[src/sv/sdcf_pkg.sv]
// ----------------------------------------------------------------------------
// sdcf_pkg
// Shared types and constants for the SD SPI-mode command frame engine.
// ----------------------------------------------------------------------------
`default_nettype none

package sdcf_pkg;

  // frame timing
  localparam int unsigned POLL_TRIES = 10;
  localparam int unsigned FILL_SLOTS = 4;

  localparam int unsigned CNT_W  = 4;
  localparam int unsigned POLL_W = 4;

  // fixed bytes of a frame
  localparam logic [7:0] PREFIX_CMD = 8'h77;
  localparam logic [7:0] PREFIX_CRC = 8'h65;
  localparam logic [7:0] STOP_CMD   = 8'h4C;
  localparam logic [7:0] FILLER     = 8'hFF;
  localparam logic [7:0] APP_FLAG   = 8'h80;
  localparam logic [7:0] CMD_MASK   = 8'h7F;

  // beat kinds
  localparam logic OP_START = 1'b0;
  localparam logic OP_SLOT  = 1'b1;

  typedef enum logic [2:0] {
    PH_IDLE,
    PH_FILL,
    PH_CMD,
    PH_ARG,
    PH_CRC,
    PH_STUFF,
    PH_POLL
  } phase_e;

  typedef struct packed {
    logic        command;
    logic [7:0]  cmd_byte;
    logic [31:0] argument;
    logic [7:0]  crc_byte;
    logic [7:0]  rx_byte;
  } in_beat_t;

  typedef struct packed {
    logic       slot_request;
    logic [7:0] tx_byte;
    logic       cs_pulse;
    logic       done_res;
    logic [7:0] reply;
    logic       busy_res;
  } out_beat_t;

endpackage

`default_nettype wire

[src/sv/sd_spi_command_frame_engine_core.sv]
// ----------------------------------------------------------------------------
// sd_spi_command_frame_engine_core
// Sequences one SD SPI-mode command transaction, one byte slot per beat.
// ----------------------------------------------------------------------------
// Each input beat (a start request or a finished byte slot) yields exactly
// one result beat that says whether to clock another slot, which byte to send,
// whether to pulse chip select first, and whether the transaction is done.
// The block takes one input beat per cycle while the result register is free
// or being drained: the result is formed by the frame sequencer logic in the
// cycle of acceptance and appears from the result register on the next cycle.
// While that register holds an untaken result, a new beat is accepted only in
// the cycle the result is taken.
`default_nettype none

module sd_spi_command_frame_engine_core (
  input  wire logic                clk_i,
  input  wire logic                rst_ni,
  input  wire logic                in_valid_i,
  output logic                     in_ready_o,
  input  wire sdcf_pkg::in_beat_t  in_data_i,
  output logic                     out_valid_o,
  input  wire logic                out_ready_i,
  output sdcf_pkg::out_beat_t      out_data_o
);
  import sdcf_pkg::*;

  phase_e            phase_q, phase_d;
  logic [CNT_W-1:0]  slot_count_q, slot_count_d;
  logic [POLL_W-1:0] poll_left_q, poll_left_d;
  logic              in_prefix_q, in_prefix_d;
  logic [7:0]        saved_command_q, saved_command_d;
  logic [31:0]       saved_argument_q, saved_argument_d;
  logic [7:0]        saved_crc_q, saved_crc_d;
  logic              out_valid_q;
  out_beat_t         out_data_q, res_d;

  logic              accept;
  logic [7:0]        frame_cmd;
  logic [31:0]       frame_arg;
  logic [7:0]        frame_crc;

  // take a beat whenever the result register is free or being drained
  assign in_ready_o = !out_valid_q || out_ready_i;
  assign accept     = in_valid_i && in_ready_o;

  // bytes of the frame in flight
  assign frame_cmd = in_prefix_q ? PREFIX_CMD : (saved_command_q & CMD_MASK);
  assign frame_arg = in_prefix_q ? 32'd0 : saved_argument_q;
  assign frame_crc = in_prefix_q ? PREFIX_CRC : saved_crc_q;

  // frame sequencer: next state and the result of this beat
  always_comb begin
    phase_d          = phase_q;
    slot_count_d     = slot_count_q;
    poll_left_d      = poll_left_q;
    in_prefix_d      = in_prefix_q;
    saved_command_d  = saved_command_q;
    saved_argument_d = saved_argument_q;
    saved_crc_d      = saved_crc_q;
    res_d            = '0;

    if (in_data_i.command == OP_START) begin
      if (phase_q != PH_IDLE) begin
        res_d.busy_res = 1'b1;
      end else begin
        saved_command_d  = in_data_i.cmd_byte;
        saved_argument_d = in_data_i.argument;
        saved_crc_d      = in_data_i.crc_byte;
        in_prefix_d      = (in_data_i.cmd_byte & APP_FLAG) != 8'd0;
        phase_d          = PH_FILL;
        slot_count_d     = '0;
        poll_left_d      = '0;
        res_d            = '{slot_request: 1'b1, tx_byte: FILLER, cs_pulse: 1'b1,
                             done_res: 1'b0, reply: 8'd0, busy_res: 1'b1};
      end
    end else begin
      unique case (phase_q)
        PH_IDLE: begin
          res_d = '0;
        end
        PH_FILL: begin
          slot_count_d         = slot_count_q + CNT_W'(1);
          res_d.slot_request   = 1'b1;
          res_d.busy_res       = 1'b1;
          if (slot_count_d < CNT_W'(FILL_SLOTS)) begin
            res_d.tx_byte = FILLER;
          end else begin
            phase_d       = PH_CMD;
            res_d.tx_byte = frame_cmd;
          end
        end
        PH_CMD: begin
          phase_d            = PH_ARG;
          slot_count_d       = '0;
          res_d.slot_request = 1'b1;
          res_d.busy_res     = 1'b1;
          res_d.tx_byte      = frame_arg[31:24];
        end
        PH_ARG: begin
          slot_count_d       = slot_count_q + CNT_W'(1);
          res_d.slot_request = 1'b1;
          res_d.busy_res     = 1'b1;
          // remaining argument bytes, most significant first
          case (slot_count_d)
            CNT_W'(1): res_d.tx_byte = frame_arg[23:16];
            CNT_W'(2): res_d.tx_byte = frame_arg[15:8];
            CNT_W'(3): res_d.tx_byte = frame_arg[7:0];
            default: begin
              phase_d       = PH_CRC;
              res_d.tx_byte = frame_crc;
            end
          endcase
        end
        PH_CRC: begin
          res_d.slot_request = 1'b1;
          res_d.busy_res     = 1'b1;
          res_d.tx_byte      = FILLER;
          // stop-transmission needs one stuff slot before the reply
          if (frame_cmd == STOP_CMD) begin
            phase_d = PH_STUFF;
          end else begin
            phase_d     = PH_POLL;
            poll_left_d = POLL_W'(POLL_TRIES);
          end
        end
        PH_STUFF: begin
          phase_d            = PH_POLL;
          poll_left_d        = POLL_W'(POLL_TRIES);
          res_d.slot_request = 1'b1;
          res_d.busy_res     = 1'b1;
          res_d.tx_byte      = FILLER;
        end
        PH_POLL: begin
          if (poll_left_q != '0) begin
            poll_left_d = poll_left_q - POLL_W'(1);
          end
          if (in_data_i.rx_byte[7] && (poll_left_d != '0)) begin
            res_d.slot_request = 1'b1;
            res_d.busy_res     = 1'b1;
            res_d.tx_byte      = FILLER;
          end else if (in_prefix_q && (in_data_i.rx_byte <= 8'd1)) begin
            // prefix accepted: start the main frame
            in_prefix_d  = 1'b0;
            phase_d      = PH_FILL;
            slot_count_d = '0;
            poll_left_d  = '0;
            res_d        = '{slot_request: 1'b1, tx_byte: FILLER, cs_pulse: 1'b1,
                             done_res: 1'b0, reply: 8'd0, busy_res: 1'b1};
          end else begin
            phase_d        = PH_IDLE;
            in_prefix_d    = 1'b0;
            poll_left_d    = '0;
            slot_count_d   = '0;
            res_d.done_res = 1'b1;
            res_d.reply    = in_data_i.rx_byte;
          end
        end
        default: begin
          phase_d = PH_IDLE;
        end
      endcase
    end
  end

  // sequencer state
  always_ff @(posedge clk_i or negedge rst_ni) begin
    if (!rst_ni) begin
      phase_q          <= PH_IDLE;
      slot_count_q     <= '0;
      poll_left_q      <= '0;
      in_prefix_q      <= 1'b0;
      saved_command_q  <= '0;
      saved_argument_q <= '0;
      saved_crc_q      <= '0;
    end else if (accept) begin
      phase_q          <= phase_d;
      slot_count_q     <= slot_count_d;
      poll_left_q      <= poll_left_d;
      in_prefix_q      <= in_prefix_d;
      saved_command_q  <= saved_command_d;
      saved_argument_q <= saved_argument_d;
      saved_crc_q      <= saved_crc_d;
    end
  end

  // result register valid
  always_ff @(posedge clk_i or negedge rst_ni) begin
    if (!rst_ni) begin
      out_valid_q <= 1'b0;
    end else if (accept) begin
      out_valid_q <= 1'b1;
    end else if (out_ready_i) begin
      out_valid_q <= 1'b0;
    end
  end

  // result register payload
  always_ff @(posedge clk_i) begin
    if (accept) begin
      out_data_q <= res_d;
    end
  end

  assign out_valid_o = out_valid_q;
  assign out_data_o  = out_data_q;

endmodule

`default_nettype wire

[config.mk]
export PLATFORM = sky130hd
export DESIGN_NAME = sd_spi_command_frame_engine_core
export DESIGN_NICKNAME = d
export VERILOG_FILES = /design/src/sv/sdcf_pkg.sv /design/src/sv/sd_spi_command_frame_engine_core.sv
export SDC_FILE = /design/constraint.sdc
export NUM_CORES = 1
export LEC_CHECK = 0
export BUFFER_PORTS_ARGS = -buffer_cell sky130_fd_sc_hd__buf_2
export CAP_MARGIN = 10
export CORE_ASPECT_RATIO = 1.2
export CORE_UTILIZATION = 55
export DETAILED_ROUTE_END_ITERATION = 7
export PLACE_DENSITY = 0.8
export SLEW_MARGIN = 20
export SYNTH_ARGS = -nofsm -noshare
export SYNTH_HDL_FRONTEND = slang
export SYNTH_SLANG_ARGS = --single-unit
[constraint.sdc]
create_clock -name clk_i -period 5.6 [get_ports clk_i]
set_input_delay 0.56 -clock clk_i [delete_from_list [all_inputs] [get_ports clk_i]]
set_output_delay 0.56 -clock clk_i [all_outputs]
set_load 0.02 [all_outputs]
==> results of run 1 <==
[cell usage after synthesis (5+ instances only)]
cell / n
edfxtp_1: 20
ha_1: 5
clkbuf_1: 9
nand3_1: 8
and2_1: 8
or3_1: 7
o21ai_0: 8
dfrtp_1: 60
a21oi_1: 9
inv_1: 12
mux2_1: 30
nor2_1: 29
mux2_2: 17
a222oi_1: 8
nor3_1: 7
nand2_1: 15
nand4_1: 5
nor2b_1: 6
a211o_1: 5
a31oi_1: 7
[final cells by class]
| cell class | count | area, um^2 | share of cell area |
|---|---|---|---|
| timing repair buffer | 84 | 425 | 0.0909 |
| clock buffer | 9 | 124 | 0.0265 |
| clock inverter | 7 | 77.6 | 0.0166 |
| tap | 87 | 109 | 0.0233 |
| sequential | 80 | 2100 | 0.449 |
| multi-input combinational | 235 | 1790 | 0.383 |
| inverter | 13 | 48.8 | 0.0104 |
[state kept, by name, indices dropped and copies added (netlist names)]
name and flops:
saved_argument_q 32, out_data_o 20, saved_crc_q 8, saved_command_q 7, poll_left_q 4, slot_count_q 4, phase_q 3, in_prefix_q 1
out_valid_o 1
[stage by stage]
step / setup slack, ps / hold WS [ps] / utilization / instance area (um^2)
floorplan: 2950 / 264 / - / 4050
global placement: 2970 / 474 / 0.642 / 4480
detailed placement: 2950 / 483 / 0.642 / 4480
CTS: 2980 / 375 / 0.670 / 4680
global route: 2840 / 404 / 0.670 / 4680
finish: 2960 / 355 / 0.670 / 4680
[critical path, stage by stage (launching register included)]
cell	delay, ps
dfrtp_1	610
or3_4	510
nor2_4	170
nand2_2	610
mux2_1	580
[layer usage]
layer	track usage	vias up
li1	-	1464
met1	0.305	1496
met2	0.417	127
met3	0.0351	15
met4	0.116	0
met5	0	-
[worst paths after layout]
kind / slack, ps / end / start
setup / recovery: 2960 / saved_argument_q[31] / phase_q[2]
hold / removal: 360 / saved_argument_q[21] / rst_ni
setup reg to reg: 2960 / saved_argument_q[31] / phase_q[2]
hold reg to reg: 500 / saved_argument_q[25] / saved_argument_q[25]
max in group asynchronous: 4750 / out_valid_o / rst_ni
min in group clk_i: 410 / saved_argument_q[4] / in_data_i[20]
[kinds of logic after synthesis]
kind of cell	synth area share
compound gates	0.151
mux	0.133
fa+ha+maj	0.0155
simple gates	0.143
buf+inv	0.0383
flops	0.519
[report_power, final]
part           internal, uW  switching (uW)  leakage [uW]
Clock                   211             218      0.000102
Sequential              849             218      0.000923
Combinational           416             488       0.00102
Total                  1480             925       0.00205
==> impl_metrics.yaml, run 1 <==
cts:
  cts.sinks: 80
  cts_tree: "yes"
  htree_levels: 3
  cts_root_buffer: "clkbuf_8"
  cts_buffer_depth: 2
  cts_buffers: 9
  cts_hold_buf: 0
  clock_latency_ps: 360
  clkSlewWorstSetupHoldPaths_ps: 90
  cts_resized: 0
  cts_setup_buffers: 0
timing:
  max_freq_ghz: 0.379
  worst_pin_slew_ps: 1050
  hold_viol_final: 0
  slew-limit-headroom: 0.296
  post-route-period-util: 0.471
  period_minus_slack_ps: 2640
  final.setup.tns_ps: 0
  slew_viol_final: 0
  setup_viol_count_final: 0
  fin_skew_ps: 9.33
  rsz0062_at_grt: "false"
critical_path:
  critPathKind: "flip-flop to flip-flop"
  worstPathArrival_ps: 2870
  worstPathRequired_ps: 5830
  critPathMaxFanout: 47
  cp-start-kind: "flip-flop"
  reg2reg_depth: 4
  crit_path_end_kind: "flip-flop"
grt:
  grt.overflow.total: 0
  antenna_found_initial: 0
  grt_usage: 0.244
  grt_max_degree: 61
  first_global_vias: 3010
  grt_pass1_wl_mm: 14.0
synth:
  avgSynthCellArea_um2: 11.6
  async_reset_ff_frac: 0.750
  ys_seq_area_frac: 0.519
  synth-seq-cells: 80
  synth_top_area_frac: 0.371
  synth_ff_type: "dfrtp_1"
  synth_edf_count: 20
  synthTopCellsByArea: "dfrtp_1 (37%), edfxtp_1 (15%), mux2_1 (8.3%)"
  synth.largest_area_cell: "dfrtp_1"
  ys_types: 64
  syn-num-nets: 414
  netlist_area_um2: 4050
  synthCells: 348
  yosysWarningCount: 0
route:
  via_count: 3102
  drt_iter0_drc: 328
  met3_length_um: 560
  wl_per_cell_um: 16.8
  wirelength_mm: 8.65
  top_layer_used: "met4"
  ant_nets: 0
  drc: 0
  wl_met1_mm: 3.47
  drt-vias-per-instance: 6.02
  dr_wl_met2_mm: 4.47
  first_pass_iters: 4
min_path:
  hold_class: "primary input to async pin"
finish:
  diodes: 0
  area_growth_pct: 15.6
  nFillCells: 546
  final_cell_mix: "buf_2 (82), dfrtp_1 (60), mux2_1 (30)"
  nets: 489
  drive_gt1_frac: 0.301
  layout_commonest_cell: "buf_2"
  final_cells: 515
pwr:
  finalPower_uw: 2400
  leakage_uw: 0.00205
  ir_drop_uv: 322
  power_density_nw_per_um2: 513
floorplanning:
  start_util: 0.580
  rows: 33
  pin_count: 83
  die_y_um: 96.0
  fp.coreArea_um2: 6980
  fp.dieW_um: 80.3
  dieArea_um2: 7710
run:
  drv_cap: 0
outcome:
  status: "complete, no violations"
place:
  gp_congestion: 0.899
  port-buffer-count: 82
  dp_hpwl_mm: 6.16
  dp.cells: 499
Note: power is estimated with default switching activity, not from simulation.
==> inputs of run 2 (changes only) <==
clock period = 2.7 ns   (was 5.6 ns; I/O delays follow)
==> impl_metrics.yaml, run 2 (synthesis gave the netlist of run 1 again) <==
outcome:
  status: "complete, no violations"
min_path:
  hold_class: "primary input to async pin"
timing:
  slew-limit-headroom: 0.492
  period_minus_slack_ps: 2450
  post-route-period-util: 0.909
  rsz0062_at_grt: "false"
  worst_pin_slew_ps: 762
  fin_skew_ps: 11.2
  final.setup.tns_ps: 0
  setup_viol_count_final: 0
  max_freq_ghz: 0.408
  hold_viol_final: 0
  slew_viol_final: 0
route:
  top_layer_used: "met4"
  wl_per_cell_um: 17.6
  first_pass_iters: 6
  drt-vias-per-instance: 6.16
  met3_length_um: 512
  wl_met1_mm: 3.71
  dr_wl_met2_mm: 4.54
  drt_iter0_drc: 295
  drc: 0
  wirelength_mm: 9.13
  via_count: 3198
  ant_nets: 0
cts:
  cts_setup_buffers: 0
  clock_latency_ps: 370
  htree_levels: 3
  cts_buffers: 9
  cts.sinks: 80
  cts_buffer_depth: 2
  cts_hold_buf: 0
  cts_tree: "yes"
  cts_resized: 0
  cts_root_buffer: "clkbuf_8"
  clkSlewWorstSetupHoldPaths_ps: 90
grt:
  grt_pass1_wl_mm: 14.5
  grt.overflow.total: 0
  grt_usage: 0.255
  grt_max_degree: 61
  first_global_vias: 3035
  antenna_found_initial: 0
finish:
  final_area_um2: 4730
  layout_commonest_cell: "buf_2"
  final_cells: 519
  largest-register: "saved_argument_q"
  final_cell_mix: "buf_2 (82), dfrtp_1 (60), mux2_1 (30)"
  largest_reg_flops: 32
  nets: 493
  area_growth_pct: 16.9
  drive_gt1_frac: 0.308
  nFillCells: 549
  diodes: 0
pwr:
  leakage_uw: 0.00208
  ir_drop_uv: 671
  finalPower_uw: 5110
  power_density_nw_per_um2: 1080
place:
  gp_congestion: 0.861
  dp_hpwl_mm: 6.41
  dp.cells: 503
  place_area_um2: 4510
  port-buffer-count: 82
critical_path:
  crit_chain: "ha_1 > nor3_1 > a41oi_2 > nor2_1 > nor2_1 > a211o_1"
  worstPathArrival_ps: 2570
  cpMostUsedCell: "nor2_1"
  crit_path_end_kind: "flip-flop"
  critPathKind: "flip-flop to flip-flop"
  worstPathRequired_ps: 2820
  critPathMaxFanout: 9
  cpMaxStageDelayCell: "nor2_1"
  cp-start-kind: "flip-flop"
  critPathMaxStageDelay_ps: 540
floorplanning:
  die_y_um: 96.0
  start_util: 0.580
  fp.coreArea_um2: 6980
  dieArea_um2: 7710
  pin_count: 83
  fp.dieW_um: 80.3
  rows: 33
run:
  drv_cap: 0
[run 2: cell count changes in the layout (fill, tap and decap cells not counted), sizes merged]
cell	delta
clkbuf	+1
buf	+4
clkinv	+1
inv	-2
[run 2: layer usage]
| layer | vias to the layer above | GRT usage |
|---|---|---|
| li1 | 1476 | - |
| met1 | 1542 | 0.313 |
| met2 | 148 | 0.420 |
| met3 | 32 | 0.0360 |
| met4 | 0 | 0.164 |
| met5 | - | 0 |
[run 2: final timing paths]
path,startpoint,end,slack (ps),depth (start not counted)
worst max register to register,slot_count_q[0],out_data_o[15],250,6
worst min register to register,saved_argument_q[30],saved_argument_q[30],500,1
worst max-delay path,slot_count_q[0],out_data_o[15],250,6
max in group asynchronous,rst_ni,saved_command_q[5],2140,2
min in group clk_i,in_data_i[17],saved_argument_q[1],110,2
worst min-delay path,rst_ni,saved_argument_q[13],50,2
[run 2: cell type report]
| type | count | area (um^2) | area share |
|---|---|---|---|
| clock buffer | 10 | 149 | 0.0315 |
| tap | 87 | 109 | 0.0230 |
| inverter | 13 | 48.8 | 0.0103 |
| multi-input combinational | 235 | 1790 | 0.379 |
| timing repair buffer | 88 | 455 | 0.0963 |
| sequential | 80 | 2100 | 0.445 |
| clock inverter | 6 | 72.6 | 0.0153 |
[run 2: critical path: cells and delay by family, from the launching register on]
| kind | cells | cell delay (ps) |
|---|---|---|
| adder cells (fa/ha/maj) | 1 | 300 |
| AO/OA/AOI/OAI | 2 | 440 |
| AND/OR/NAND/NOR | 3 | 960 |
| flip-flops | 1 | 490 |
[run 2: report_power, final]
group	switching [uW]	total [uW]	internal, uW	leakage (uW)
clock	475	967	493	0.000109
sequential	467	2230	1760	0.000923
combinational	1030	1910	883	0.00104
total	1970	5110	3140	0.00208
[run 2: through the flow]
step	worst slack, ps	util	hold WS [ps]
6_report	247	0.678	49.3
5_1_grt	89.6	0.678	111
3_5_place_dp	292	0.646	472
2_1_floorplan	120	-	-25.6
4_1_cts	281	0.678	74.9
3_3_place_gp	363	0.646	468
==> inputs of run 3 (changes only) <==
==> constraint.sdc (replaced) <==
create_clock -name clk_i -period 2.7 [get_ports clk_i]
set_input_delay 0.27 -clock clk_i [delete_from_list [all_inputs] [get_ports clk_i]]
set_output_delay 0.27 -clock clk_i [all_outputs]
set_load 0.1 [all_outputs]
==> impl_metrics.yaml, run 3 (synthesis gave the netlist of run 1 again) <==
floorplanning:
  fp.coreArea_um2: 6980
  rows: 33
  dieArea_um2: 7710
  die_y_um: 96.0
  fp.dieW_um: 80.3
  start_util: 0.580
  pin_count: 83
cts:
  htree_levels: 3
  clock_latency_ps: 370
  cts_root_buffer: "clkbuf_8"
  cts_resized: 0
  cts_tree: "yes"
  cts_buffer_depth: 2
  cts_buffers: 9
  clkSlewWorstSetupHoldPaths_ps: 90
  cts.sinks: 80
finish:
  regArea_um2: 2110
  nFillCells: 558
  area_growth_pct: 18.0
  multi_input_area_um2: 1810
  largest_reg_flops: 32
  final_cells: 522
  largest-register: "saved_argument_q"
  final_area_um2: 4770
  diodes: 0
  final_cell_mix: "buf_2 (82), dfrtp_1 (59), mux2_1 (30)"
  drive_gt1_frac: 0.322
  nets: 496
  layout_commonest_cell: "buf_2"
route:
  wl_per_cell_um: 17.5
  drt_iter0_drc: 518
  wirelength_mm: 9.12
  drc: 0
  drt-vias-per-instance: 6.13
  ant_nets: 0
  first_pass_iters: 6
  via_count: 3198
grt:
  antenna_found_initial: 0
  grt_max_degree: 48
  grt_usage: 0.265
  grt_pass1_wl_mm: 15.2
  grt.overflow.total: 0
  first_global_vias: 3137
critical_path:
  worstReg2RegStart: "poll_left_q[0]"
  r2r_setup_slack_ps: 200
  r2r-end: "out_data_o[11]"
  worstPathRequired_ps: 2810
  worstPathArrival_ps: 2600
  crit_path_end_kind: "flip-flop"
  reg2reg_depth: 7
  critPathMaxFanout: 7
  critPathKind: "flip-flop to flip-flop"
  cp-start-kind: "flip-flop"
place:
  gp_congestion: 0.949
  dp.cells: 505
  dp_hpwl_mm: 6.60
  port-buffer-count: 82
  place_area_um2: 4560
run:
  drv_cap: 0
timing:
  period_minus_slack_ps: 2500
  post-route-period-util: 0.924
  slew-limit-headroom: 0.495
  max_freq_ghz: 0.401
  fin_skew_ps: 10.9
  rsz0062_at_grt: "false"
  setup_viol_count_final: 0
  slew_viol_final: 0
  hold_viol_final: 0
  final.setup.tns_ps: 0
  worst_pin_slew_ps: 751
min_path:
  hold_start: "in_data_i[20]"
  hold_class: "primary input to flip-flop"
  min_to: "saved_argument_q[4]"
  hold_depth: 2
pwr:
  leakage_uw: 0.00210
  ir_drop_uv: 694
  power_density_nw_per_um2: 1140
outcome:
  status: "complete, no violations"
run 3: layout make-up:
class	instances	area share
flip-flops and latches	80	0.441
inverters	13	0.0121
repair buffers	91	0.103
multi-input cells	235	0.379
well taps	87	0.0228
clock inverters	7	0.0163
clock buffers	9	0.0260
run 3: per-stage QoR:
| step | total power (uW) | worst slack, ps | hold WS, ps | util |
|---|---|---|---|---|
| 2_1_floorplan | 3920 | 51.0 | -25.6 | - |
| 3_3_place_gp | 4410 | 373 | 350 | 0.654 |
| 3_5_place_dp | 4510 | 298 | 355 | 0.654 |
| 4_1_cts | 5430 | 246 | 101 | 0.684 |
| 5_1_grt | 5760 | 82.3 | 99.4 | 0.684 |
| 6_report | 5440 | 204 | 105 | 0.684 |
run 3: report_power, final:
part	leakage (uW)	switching [uW]	internal [uW]
clock network	0.000102	474	439
logic	0.00107	1430	901
registers	0.000923	430	1760
total	0.00210	2330	3100
run 3: layer usage:
| layer | vias to the layer above | GRT usage | wire, um |
|---|---|---|---|
| met5 | - | 0 | 0 |
| met4 | 0 | 0.122 | 189 |
| met3 | 22 | 0.0559 | 542 |
| met2 | 132 | 0.427 | 4580 |
| met1 | 1571 | 0.345 | 3810 |
| li1 | 1473 | - | - |
run 3: repair_timing:
action                    4_1_cts  5_1_grt
buffers inserted                0        0
hold buffers                    1        0
hold endpoints to repair       29        0
run 3: worst max-delay path by stage:
stage	cells past startpoint	startpoint	endpoint
global placement	7	poll_left_q[0]	out_data_o[13]
global route	7	poll_left_q[0]	out_data_o[13]
floorplan	8	out_valid_o	saved_argument_q[0]
finish	7	poll_left_q[0]	out_data_o[11]
CTS	7	poll_left_q[0]	out_data_o[11]
detailed placement	7	poll_left_q[0]	out_data_o[11]
run 3: critical path: stages, from the launching register on:
cell	delay, ps
dfrtp_1	440
inv_1	70
ha_1	250
and2b_1	220
nor4_2	430
o41ai_1	180
a31o_4	290
or3_1	370
